==> src/rtl/tcw_pkg.sv <==
// Shared constants, types and codes for the text console writer.
// No dependencies; the interfaces, the cursor unit, the top level and the testbench use this package.
package tcw_pkg;

   // Screen geometry.
   localparam int COLUMNS = 80;
   localparam int ROWS    = 25;
   localparam int CELLS   = COLUMNS * ROWS;

   // Field widths of the channels and the configuration port.
   localparam int MODE_W     = 1;
   localparam int CHAR_W     = 8;
   localparam int IDX_W      = 11;
   localparam int POS_W      = 11;
   localparam int CELL_W     = 16;
   localparam int COLOUR_W   = 4;
   localparam int CSR_IDX_W  = 1;
   localparam int CSR_DATA_W = 4;

   // Internal widths derived from the geometry.
   localparam int ADDR_W = $clog2(CELLS);
   localparam int ROW_W  = $clog2(ROWS);
   localparam int COL_W  = $clog2(COLUMNS + 1);
   localparam int PF_W   = ROW_W + COL_W + 1;
   localparam int SUM_W  = ((IDX_W > ADDR_W) ? IDX_W : ADDR_W) + 1;

   // Division of a cell index by COLUMNS as a multiply by a rounded-up
   // reciprocal; the shift is wide enough that the quotient is exact.
   localparam int DIV_SHIFT  = IDX_W + COL_W + 1;
   localparam int DIV_MULT   = ((2 ** DIV_SHIFT) + COLUMNS - 1) / COLUMNS;
   localparam int DIV_PROD_W = IDX_W + DIV_SHIFT;

   localparam logic [CELL_W-1:0] BLANK_CELL = 16'h0720;

   localparam logic [MODE_W-1:0] MODE_PUT  = 1'b0;
   localparam logic [MODE_W-1:0] MODE_READ = 1'b1;

   localparam logic [CHAR_W-1:0] CHAR_LF = 8'h0A;
   localparam logic [CHAR_W-1:0] CHAR_CR = 8'h0D;

   localparam logic [CSR_IDX_W-1:0] CSR_FG = 1'b0;
   localparam logic [CSR_IDX_W-1:0] CSR_BG = 1'b1;

   localparam logic [COLOUR_W-1:0] FG_RESET = 4'h0;
   localparam logic [COLOUR_W-1:0] BG_RESET = 4'h7;

   // Source of the data returned in a word.
   localparam logic [1:0] KIND_ZERO  = 2'd0;
   localparam logic [1:0] KIND_BLANK = 2'd1;
   localparam logic [1:0] KIND_MEM   = 2'd2;

   typedef logic [1:0] kind_type;

   // Per-item decisions from the cursor unit to the datapath.
   typedef struct packed {
      logic              wr_en;
      logic [ADDR_W-1:0] wr_addr;
      logic              rd_en;
      logic [ADDR_W-1:0] rd_addr;
      kind_type          kind;
      logic [POS_W-1:0]  pos;
      logic              scrolled;
   } step_type;

endpackage

==> src/rtl/tcw_cursor.sv <==
// Cursor, circular row offset and per-row fill counts of the console.
// Maps each item onto screen RAM accesses. Depends on tcw_pkg.
module tcw_cursor (
   input  logic                        clock,
   input  logic                        reset,
   input  logic                        step,
   input  logic [tcw_pkg::MODE_W-1:0]  mode,
   input  logic [tcw_pkg::CHAR_W-1:0]  char_code,
   input  logic [tcw_pkg::IDX_W-1:0]   cell_index,
   output tcw_pkg::step_type           ctl
);
   import tcw_pkg::*;

   // The screen is a ring of physical rows; top_ff is the physical row
   // shown at the top, so a scroll only moves the ring. Cells written
   // since a row was last recycled always form a prefix of the row, so
   // one count per row tells which cells still read as blank.
   logic [COL_W-1:0]  col_ff, col_in;
   logic [ROW_W-1:0]  row_ff, row_in;
   logic [ROW_W-1:0]  phys_ff, phys_in;
   logic [ROW_W-1:0]  top_ff, top_in;
   logic [ADDR_W-1:0] base_ff, base_in;
   logic [COL_W-1:0]  cur_fill_ff, cur_fill_in;
   logic [COL_W-1:0]  fill_ff [ROWS];

   logic              is_put, is_lf, is_cr, is_print;
   logic [COL_W-1:0]  col_inc, fill_upd;
   logic              wrap, row_move, at_bottom, scroll;
   logic [ROW_W-1:0]  phys_inc;
   logic [PF_W-1:0]   pos_full;
   logic [PF_W-1:0]   wr_full;

   logic [DIV_PROD_W-1:0] quot_prod;
   logic [ROW_W-1:0]      q_row;
   logic [IDX_W-1:0]      q_rem;
   logic [COL_W-1:0]      q_col;
   logic [ROW_W:0]        q_phys_sum;
   logic [ROW_W-1:0]      q_phys;
   logic [COL_W-1:0]      q_fill;
   logic [SUM_W-1:0]      rd_sum;
   logic                  idx_oob;

   always_comb begin
      is_put    = step && (mode == MODE_PUT);
      is_lf     = char_code == CHAR_LF;
      is_cr     = char_code == CHAR_CR;
      is_print  = is_put && !is_lf && !is_cr;
      col_inc   = col_ff + COL_W'(1);
      fill_upd  = (is_print && (col_ff == cur_fill_ff)) ? col_inc : cur_fill_ff;
      wrap      = is_print && (col_inc == COL_W'(COLUMNS));
      row_move  = is_put && (is_lf || wrap);
      at_bottom = row_ff == ROW_W'(ROWS - 1);
      scroll    = row_move && at_bottom;
      phys_inc  = (phys_ff == ROW_W'(ROWS - 1)) ? '0 : phys_ff + ROW_W'(1);

      col_in = col_ff;
      if (is_put && (is_lf || is_cr || wrap)) begin
         col_in = '0;
      end else if (is_print) begin
         col_in = col_inc;
      end

      row_in      = (row_move && !at_bottom) ? row_ff + ROW_W'(1) : row_ff;
      phys_in     = row_move ? (at_bottom ? top_ff : phys_inc) : phys_ff;
      top_in      = top_ff;
      base_in     = base_ff;
      if (scroll) begin
         top_in  = (top_ff == ROW_W'(ROWS - 1)) ? '0 : top_ff + ROW_W'(1);
         base_in = (base_ff == ADDR_W'((ROWS - 1) * COLUMNS)) ? '0
                   : base_ff + ADDR_W'(COLUMNS);
      end
      cur_fill_in = row_move ? '0 : (is_put ? fill_upd : cur_fill_ff);
   end

   // Read address split into row and column for the fill check.
   always_comb begin
      idx_oob    = cell_index >= IDX_W'(CELLS);
      quot_prod  = DIV_PROD_W'(cell_index) * DIV_PROD_W'(DIV_MULT);
      q_row      = quot_prod[DIV_SHIFT +: ROW_W];
      q_rem      = cell_index - IDX_W'(q_row) * IDX_W'(COLUMNS);
      q_col      = q_rem[COL_W-1:0];
      q_phys_sum = {1'b0, q_row} + {1'b0, top_ff};
      q_phys     = (q_phys_sum >= (ROW_W + 1)'(ROWS))
                   ? ROW_W'(q_phys_sum - (ROW_W + 1)'(ROWS)) : q_phys_sum[ROW_W-1:0];
      q_fill     = (q_phys == phys_ff) ? cur_fill_ff : fill_ff[q_phys];
      rd_sum     = SUM_W'(cell_index) + SUM_W'(base_ff);
      if (rd_sum >= SUM_W'(CELLS)) begin
         rd_sum = rd_sum - SUM_W'(CELLS);
      end
   end

   always_comb begin
      pos_full = PF_W'(row_in) * PF_W'(COLUMNS) + PF_W'(col_in);
      wr_full  = PF_W'(phys_ff) * PF_W'(COLUMNS) + PF_W'(col_ff);

      ctl.wr_en    = is_print;
      ctl.wr_addr  = wr_full[ADDR_W-1:0];
      ctl.rd_en    = step && (mode == MODE_READ) && !idx_oob && (q_col < q_fill);
      ctl.rd_addr  = rd_sum[ADDR_W-1:0];
      ctl.pos      = pos_full[POS_W-1:0];
      ctl.scrolled = scroll;
      if (mode == MODE_PUT || idx_oob) begin
         ctl.kind = KIND_ZERO;
      end else if (q_col < q_fill) begin
         ctl.kind = KIND_MEM;
      end else begin
         ctl.kind = KIND_BLANK;
      end
   end

   always_ff @(posedge clock) begin
      if (reset) begin
         col_ff      <= '0;
         row_ff      <= '0;
         phys_ff     <= '0;
         top_ff      <= '0;
         base_ff     <= '0;
         cur_fill_ff <= '0;
         for (int i = 0; i < ROWS; i++) begin
            fill_ff[i] <= '0;
         end
      end else begin
         col_ff      <= col_in;
         row_ff      <= row_in;
         phys_ff     <= phys_in;
         top_ff      <= top_in;
         base_ff     <= base_in;
         cur_fill_ff <= cur_fill_in;
         // The row being left keeps its count in the array; the cursor
         // row itself always uses cur_fill_ff.
         if (row_move) begin
            fill_ff[phys_ff] <= fill_upd;
         end
      end
   end

`ifndef NO_ASSERTIONS
   a_col_range: assert property (@(posedge clock) disable iff (reset)
      col_ff < COL_W'(COLUMNS))
      else $error("cursor column beyond the last column");

   a_fill_covers_cursor: assert property (@(posedge clock) disable iff (reset)
      cur_fill_ff >= col_ff)
      else $error("cursor row fill count behind the cursor");

   a_scroll_bottom: assert property (@(posedge clock) disable iff (reset)
      scroll |=> (row_ff == ROW_W'(ROWS - 1)) && (col_ff == '0) && (phys_ff == $past(top_ff)))
      else $error("scroll did not leave the cursor at the start of the bottom row");

   a_base_matches_top: assert property (@(posedge clock) disable iff (reset)
      base_ff == ADDR_W'(PF_W'(top_ff) * PF_W'(COLUMNS)))
      else $error("ring base address out of step with the top row");
`endif
endmodule

==> config.mk <==
export PLATFORM = sky130hd
export DESIGN_NAME = tcw_cursor
export DESIGN_NICKNAME = d
export VERILOG_FILES = /design/src/rtl/tcw_pkg.sv /design/src/rtl/tcw_cursor.sv
export SDC_FILE = /design/constraint.sdc
export NUM_CORES = 1
export LEC_CHECK = 0
export ABC_CLOCK_PERIOD_IN_PS = 33700
export BUFFER_PORTS_ARGS = -buffer_cell sky130_fd_sc_hd__buf_4
export CAP_MARGIN = 20
export CORE_MARGIN = 2
export CORE_UTILIZATION = 55
export CTS_BUF_LIST = sky130_fd_sc_hd__clkbuf_8
export DETAILED_ROUTE_END_ITERATION = 7
export GPL_ROUTABILITY_DRIVEN = 1
export PLACE_DENSITY = 0.72
export SYNTH_ARGS = -nofsm -noshare
export SYNTH_HDL_FRONTEND = slang
export SYNTH_SLANG_ARGS = --single-unit
==> constraint.sdc <==
create_clock -name clock -period 33.7 [get_ports clock]
set_clock_uncertainty 0.1 [all_clocks]
set_input_delay 6.74 -clock clock [delete_from_list [all_inputs] [get_ports clock]]
set_output_delay 6.74 -clock clock [all_outputs]
set_load 0.01 [all_outputs]
# Word-level counts from Yosys, hierarchy flattened
# Memories as Yosys holds them, arrays and structs flattened.
# Cells that the tools add are included.
word_totals:
  mem_bits_ro: 0
  mem_count: 1
  mem_bits_rw: 175
  output_inout_bits: 38
  in_bits: 23
  register_bits: 40
  latchBits: 0
classes:
  shifts: 0
  n_bitwise: 1
  addsub: 12
  magnitude_cmp: 4
  reduce_logical: 22
  mul: 4
  eq_ne: 9
  n_mux: 21
  div: 0
mem_list:
  columns: ["memory", "depth", "word_bits", "rd", "rd_ports_with_merged_regs", "write_ports", "line_no", "source"]
  rows:
  - ["fill_ff", 25, 7, 1, 0, 25, "tcw_cursor.sv:24", "logic [COL_W-1:0] fill_ff [ROWS];"]
op_table:
  columns: ["op", "count"]
  rows:
  - ["two-way mux 7 bit", 5]
  - ["two-way mux 5 bit", 6]
  - ["multiplier 11 x 12 -> 23 bit (second input constant)", 1]
  - ["adder 11 x 7 -> 11 bit", 2]
  - ["two-way mux 11 bit", 2]
  - ["== test 8 x 4 -> 1 bit (second input constant)", 2]
  - ["adder 5 x 1 -> 5 bit (second input constant)", 3]
  - ["== test 5 bit (second input constant)", 3]
  - ["multiplier 5 x 3 -> 7 bit (second input constant)", 2]
  - ["adder 11 x 11 -> 12 bit", 1]
  - ["greater-or-equal comparator 12 x 11 -> 1 bit (second input constant)", 1]
  - ["logical AND 1 bit", 12]
  - ["adder 11 x 7 -> 11 bit (second input constant)", 1]
  - ["== test 11 bit (second input constant)", 1]
  - ["greater-or-equal comparator 11 bit (second input constant)", 1]
  - ["subtractor 11 bit (second input constant)", 1]
  - ["adder 7 x 1 -> 7 bit (second input constant)", 1]
  - ["== test 7 bit", 1]
  - ["== test 7 bit (second input constant)", 1]
  - ["less-than comparator 7 bit", 1]
  - ["OR reduction 7 bit", 1]
  - ["subtractor 7 bit", 1]
  - ["adder 5 x 5 -> 6 bit", 1]
  - ["greater-or-equal comparator 6 x 5 -> 1 bit (second input constant)", 1]
  - ["other kinds (9)", 21]

# Longest topological paths before layout
# Gate-level depths: netlist of run 1.
depth:
  depth_word: 12
  mapped_depth: 39
  depth_no_buf: 38

# Least setup slack after synthesis of run 1
# OpenSTA, ideal clock, no wires.
synth_timing:
  path_type: "input port to output port"
  from: "in cell_index[5] (netlist name)"
  to: "out ctl[13] (netlist name)"
  required_ns: 26.860
  path_stages: 33
  arrival_time_ns: 14.888
  slack_ns: 11.972
  path_buffers: 2
  cell_sequence: "inv_1 ha_1 inv_1 fa_1 fa_1 inv_1 fa_1 fa_1 inv_1 ha_1 o21a_1 o221ai_1 o311ai_0 xor2_1 ha_1 clkbuf_1 inv_1 ha_1 inv_1 o32ai_2 or4_4 a221oi_4 clkbuf_1 mux4_2 mux2i_1 a22oi_1 a22oi_1 ha_1 a21oi_1 nor2b_1 o21ai_0 nand2_1 a211oi_1"
synth_lines:
  columns: ["item", "line_no", "source"]
  rows:
  - ["from (decl)", "tcw_cursor.sv:9", "input logic [tcw_pkg::IDX_W-1:0] cell_index,"]
  - ["to (decl)", "tcw_cursor.sv:10", "output tcw_pkg::step_type ctl"]

==> results of run 1 <==
## final cells by class
class                      count  area, µm²
clock buffer                  42        578
clock inverter                33        173
fill                        2335      11300
inverter                     108        405
multi-input combinational   1054       7750
sequential                   260       7450
tap                          384        480
timing repair buffer          72        541
## routing by layer
layer / up-vias / track usage, % / part of all wire, %
met2: 424 / 43.4 / 48
met3: 86 / 3.67 / 6.1
met5: - / 0 / 0
li1: 5346 / - / -
met1: 5607 / 35.7 / 43
met4: 0 / 8.96 / 2.8
## final timing paths
| path | endpoint | slack, ps |
|---|---|---|
| worst max-delay path | ctl[12] | 9860 |
| worst min-delay path | base_ff[6] | 450 |
| worst max register to register | fill_ff[23][2] | 29400 |
| worst min register to register | base_ff[6] | 450 |
## metrics by stage
stage	util [%]	setup slack, ps	total power [mW]	cells	area, µm²
floorplan	-	11970	1.03	1501	15900
global placement	58.1	10230	1.24	1878	16600
detailed placement	58.1	9980	1.24	1878	16600
CTS	60.7	9930	1.49	1953	17400
global route	60.7	9130	1.60	1953	17400
finish	60.7	9860	1.49	1953	17400
## sequential cells by signal, summed over array words and instances (netlist names)
register / cells
row_ff: 5
base_ff: 7
col_ff: 7
phys_ff: 5
top_ff: 5
fill_ff: 224
cur_fill_ff: 7
## worst max-delay path, delay by kind of cell
family,cells,cell delay [ps]
AO/OA/AOI/OAI,10,2490
XOR/XNOR,2,450
adder cells (fa/ha/maj),10,4270
buffers and inverters,9,1520
AND/OR/NAND/NOR,5,1510
## kinds of logic (layout without fill, tap and decap cells)
logic type,after synthesis,after routing
AOI/OAI and AO/OA,188,188
xor gates and xnor gates,69,69
adders and majority gates,160,160
buffers and inverters,187,255
DFF,260,260
muxes,61,61
and+or+nand+nor,576,576
## cell usage after synthesis, drive strengths merged, types with 13 or more instances
| master | count | area share, % |
|---|---|---|
| a211oi | 32 | 1.6 |
| a21oi | 40 | 1.3 |
| a22oi | 13 | 0.61 |
| a31oi | 21 | 0.83 |
| and2 | 26 | 1.0 |
| buf | 24 | 0.99 |
| clkbuf | 55 | 1.3 |
| dfxtp | 36 | 4.5 |
| edfxtp | 224 | 42 |
| fa | 37 | 4.7 |
| ha | 123 | 9.7 |
| inv | 108 | 2.5 |
| mux2i | 36 | 2.3 |
| mux4 | 23 | 3.3 |
| nand2 | 152 | 3.6 |
| nand2b | 32 | 1.3 |
| nand3 | 25 | 0.79 |
| nand4 | 27 | 1.1 |
| nor2 | 242 | 5.7 |
| nor2b | 20 | 0.79 |
| o21ai | 27 | 0.85 |
| xnor2 | 37 | 2.1 |
| xor2 | 32 | 1.8 |
## power groups by stage
stage	Combinational (mW)	Sequential [mW]	Clock [mW]
6_report	0.882	0.362	0.250
3_5_place_dp	0.874	0.369	0
5_1_grt	0.966	0.363	0.266
2_1_floorplan	0.660	0.367	0
3_3_place_gp	0.868	0.369	0
4_1_cts	0.880	0.362	0.252
==> metrics.txt, run 1 <==
Synth Area in XOR/XNOR 3.85%; Crit Path Max Fanout 48; Sw Ratio 44.0%; worst setup path startpoint cell_index[5]; Simple-Gate Fraction of Synth Area 16.5%; largest net degree at the start of global routing 61; fmax 0.0419 GHz; cells after synthesis 1501; first-pass GRT wire length 62200 µm; slowest CP cell fa_1; Leak Pwr 6.92 nW; hold crit path type flop to flop; ANT nets after route 0; commonest non-fill, non-tap cell in the layout nor2_1; hold_sp base_ff[6]; site row count 62; startpoint types primary input; hpwl dp 26800 µm; via count 11500; Req. time, crit path 26860 ps; Clk pwr share 16.7%; Yosys cell types 70; I/O pins 61; Post-synth EDFFs 224; Top FF cell, synth edfxtp_1; DRT Pass-1 Iters 6; worst hold margin 448 ps; initial antenna violation count 0; number of max-cap violations 0; TNS Setup 0 ps; Initial Util 55.6%; slew margin rel. 38.3%; most used cell, CP inv_1; RSZ-0062 raised after global routing false; CTS root buffer clkbuf_8; CTS hold repair buffers 0; ant diodes 0; Compound-Gate Fraction of Synth Area 8.05%; vias per cell 5.87; Die Wd 174 µm; Reg-to-Reg Start col_ff[0]; die height 174 µm; syn avg cell area 10.6 µm²; IO buf count 60; average routed wire per standard cell 19.8 µm; grt ovf 0; CP endpoint kind primary output; worst hold path depth 2; DRT iter0 DRCs 1112; commonest non-fill, non-tap cells in the layout 242 x nor2_1, 224 x edfxtp_1, 152 x nand2_1, 123 x ha_1, 119 x inv_1; # setup viols final 0; Remaining DRCs 0; Total Routed Length 38700 µm; Slew Limit Fails 0; TritonCTS Sinks 260; synthesis-stage register bit count 260; Seq pwr share 24.3%; share of layout cells above drive strength 1 10.9%; multiplexer share of the synthesized area 5.66%; clock latency on the worst-skew pair 560 ps; Post-Syn Area 15900 µm²; RD Place Congestion 0.858; Largest stage delay, worst path 860 ps; Register-to-Register Path Depth 11; min cycle time layout 23840 ps; die area 30300 µm²; Synth Area in Adders 14.3%; clock buffer depth 3; Post-layout nets 1720; Num CTS Buffers 41; Max VDD drop 0.0900 mV; Area Growth Syn to Fin 9.20%; fin crit share 70.7%; ys async rst share 0%; Mapped Nets 1684; post_cts resized 0; CTS H-tree depth 2; Reg clk slew, reported paths 60 ps; Internal 0.837 mW; Power Density 86.0 nW/µm²; post-CTS setup buffer count 0; CTS tree yes; Hold Vio Cnt, Final 0; status finished clean; register area share after synthesis 46.8%; Critical Setup Path Class primary input to primary output; vias in the first global route 11400; gr usage total 26.2%; Core Footprint 28600 µm²; largest family of logic cells by synthesized area simple AND/OR/NAND/NOR gates; Logic pwr share 59.0%; sw power 0.658 mW; slew at the pin with the worst max-slew slack 922 ps; Ys Warns 0; Worst EP arrival 17000 ps
Power figures use the tool's default switching activity.
==> run 2, diff against run 1 <==
Settings changed: ABC_CLOCK_PERIOD_IN_PS 33700 to 19500, PLACE_DENSITY 0.72 to 0.75.
Clock period 33.7 ns to 19.5 ns, I/O delays scaled along.
==> metrics.txt, run 2 (synthesized netlist as in run 1, its figures left out) <==
Leak Pwr 6.97 nW (+0.65%); max reg flops 224 (unchanged); fmax 0.0546 GHz; die height 174 µm (unchanged); min cycle time layout 18300 ps; commonest non-fill, non-tap cell in the layout nor2_1; first-pass GRT wire length 62400 µm (+0.28%); site row count 62 (unchanged); Total Routed Length 39300 µm (+1.5%); fin crit share 93.9%; ANT nets after route 0 (unchanged); vias per cell 5.91 (+0.69%); slew margin rel. 34.1% (-4.2 points); grt ovf 0 (unchanged); number of max-cap violations 0 (unchanged); Num CTS Buffers 40 (-2.4%); post_cts resized 0 (unchanged); Reg2Reg Setup Slack 15130 ps (-14270 ps); slowest CP cell fa_1; Slew Limit Fails 0 (unchanged); ant diodes 0 (unchanged); Biggest register fill_ff; Crit Path Max Fanout 60 (+25%); Power Density 153 nW/µm² (+78%); Finished Core Util 61.2% (+0.50 points); gr usage total 26.3% (+0.080 points); average routed wire per standard cell 20.1 µm (+1.5%); CTS hold repair buffers 0 (unchanged); CTS root buffer clkbuf_8; via count 11500 (+0.74%); CP endpoint kind primary output; Largest stage delay, worst path 920 ps (+60 ps); DRT iter0 DRCs 1059 (-4.8%); Remaining DRCs 0 (unchanged); I/O pins 61 (unchanged); Req. time, crit path 15500 ps (-11360 ps); setup ws final 1200 ps (-8660 ps); hpwl dp 27400 µm (+2.3%); RSZ-0062 raised after global routing false; Die Wd 174 µm (unchanged); IO buf count 60 (unchanged); Post-layout nets 1723 (+0.17%); Max VDD drop 0.181 mV (+100%); commonest non-fill, non-tap cells in the layout 242 x nor2_1, 224 x edfxtp_1, 152 x nand2_1, 123 x ha_1, 111 x inv_1; TNS Setup 0 ps (unchanged); sequential cell area 7450 µm² (unchanged); Initial Util 55.6% (unchanged); CTS tree yes; Core Footprint 28600 µm² (unchanged); dpl ws 1410 ps (-8570 ps); share of layout cells above drive strength 1 11.7% (+0.82 points); largest net degree at the start of global routing 88 (+44%); Buf+Inv Stages, Crit Path 8 (-1); die area 30300 µm² (unchanged); post-CTS setup buffer count 0 (unchanged); clock buffer depth 3 (unchanged); initial antenna violation count 0 (unchanged); vias in the first global route 11600 (+1.7%); # setup viols final 0 (unchanged); Worst EP arrival 14300 ps (-2700 ps); Total Power 2.69 mW (+80%); CTS H-tree depth 2 (unchanged); area taken by multi-input logic gates 7740 µm² (about the same); DRT Pass-1 Iters 5 (-1); Hold Vio Cnt, Final 0 (unchanged); critical path's top delay family adder cells; RD Place Congestion 0.888 (+3.5%); startpoint types primary input; FILL cells 2290 (-1.9%); slew at the pin with the worst max-slew slack 985 ps (+63.2 ps); Reg clk slew, reported paths 60 ps (about the same); clock latency on the worst-skew pair 550 ps (about the same); Critical Setup Path Class primary input to primary output; status finished clean; Area Growth Syn to Fin 10.1%; hold crit path type flop to flop; TritonCTS Sinks 260 (unchanged)
run 2: cell count changes in the layout (fill, tap and decap cells not counted), moves of 2 or more:
cell	delta
buf_4	+3
clkinvlp_4	+2
inv_1	-8
clkinv_2	+3
bufinv_16	+5
clkbuf_8	-2
clkinv_1	-4
run 2: path summary, 6_finish.rpt:
path,cells past startpoint,end,startpoint
setup reg to reg,11,fill_ff[22][6],col_ff[0]
hold reg to reg,2,base_ff[10],base_ff[10]
hold / removal,2,base_ff[10],base_ff[10]
setup / recovery,36,ctl[12],cell_index[5]
run 2: final cells by class:
cell class                 count  area share, %
clock buffer                  40           3.14
clock inverter                32           1.76
inverter                     108           2.31
multi-input combinational   1054           44.2
sequential                   260           42.5
tap                          384           2.74
timing repair buffer          76           3.33
run 2: report_power, final:
group / leakage, nW / internal (mW) / switching [mW]
clock network: 0.444 / 0.275 / 0.220
logic: 4.12 / 0.622 / 0.944
registers: 2.41 / 0.619 / 0.00688
total: 6.97 / 1.52 / 1.17
run 2: routing by layer:
metal  routed length [µm]  part of all wire [%]  vias to the layer above  GRT usage [%]
li1                     -                     -                     5344              -
met2                19300                    49                      486           44.7
met4                 1460                   3.7                        0           9.91
met3                 2820                   7.2                      110           3.46
met1                15800                    40                     5608           34.6
met5                    0                     0                        -              0
run 2: stage by stage:
stage | cell area (µm²) | hold slack [ps] | std cells
CTS | 17500 | 448 | 1954
global route | 17500 | 475 | 1954
detailed placement | 16700 | 442 | 1882
finish | 17500 | 443 | 1954
floorplan | 15900 | 375 | 1501
global placement | 16700 | 414 | 1882
run 2: worst register-to-register path, delay by kind of cell (launching register included):
family                     cells  cell delay (ps)
xor gates and xnor gates       1              150
and+or+nand+nor                8             2540
DFF                            1              560
adders and majority gates      1              320
AOI/OAI and AO/OA              1              350
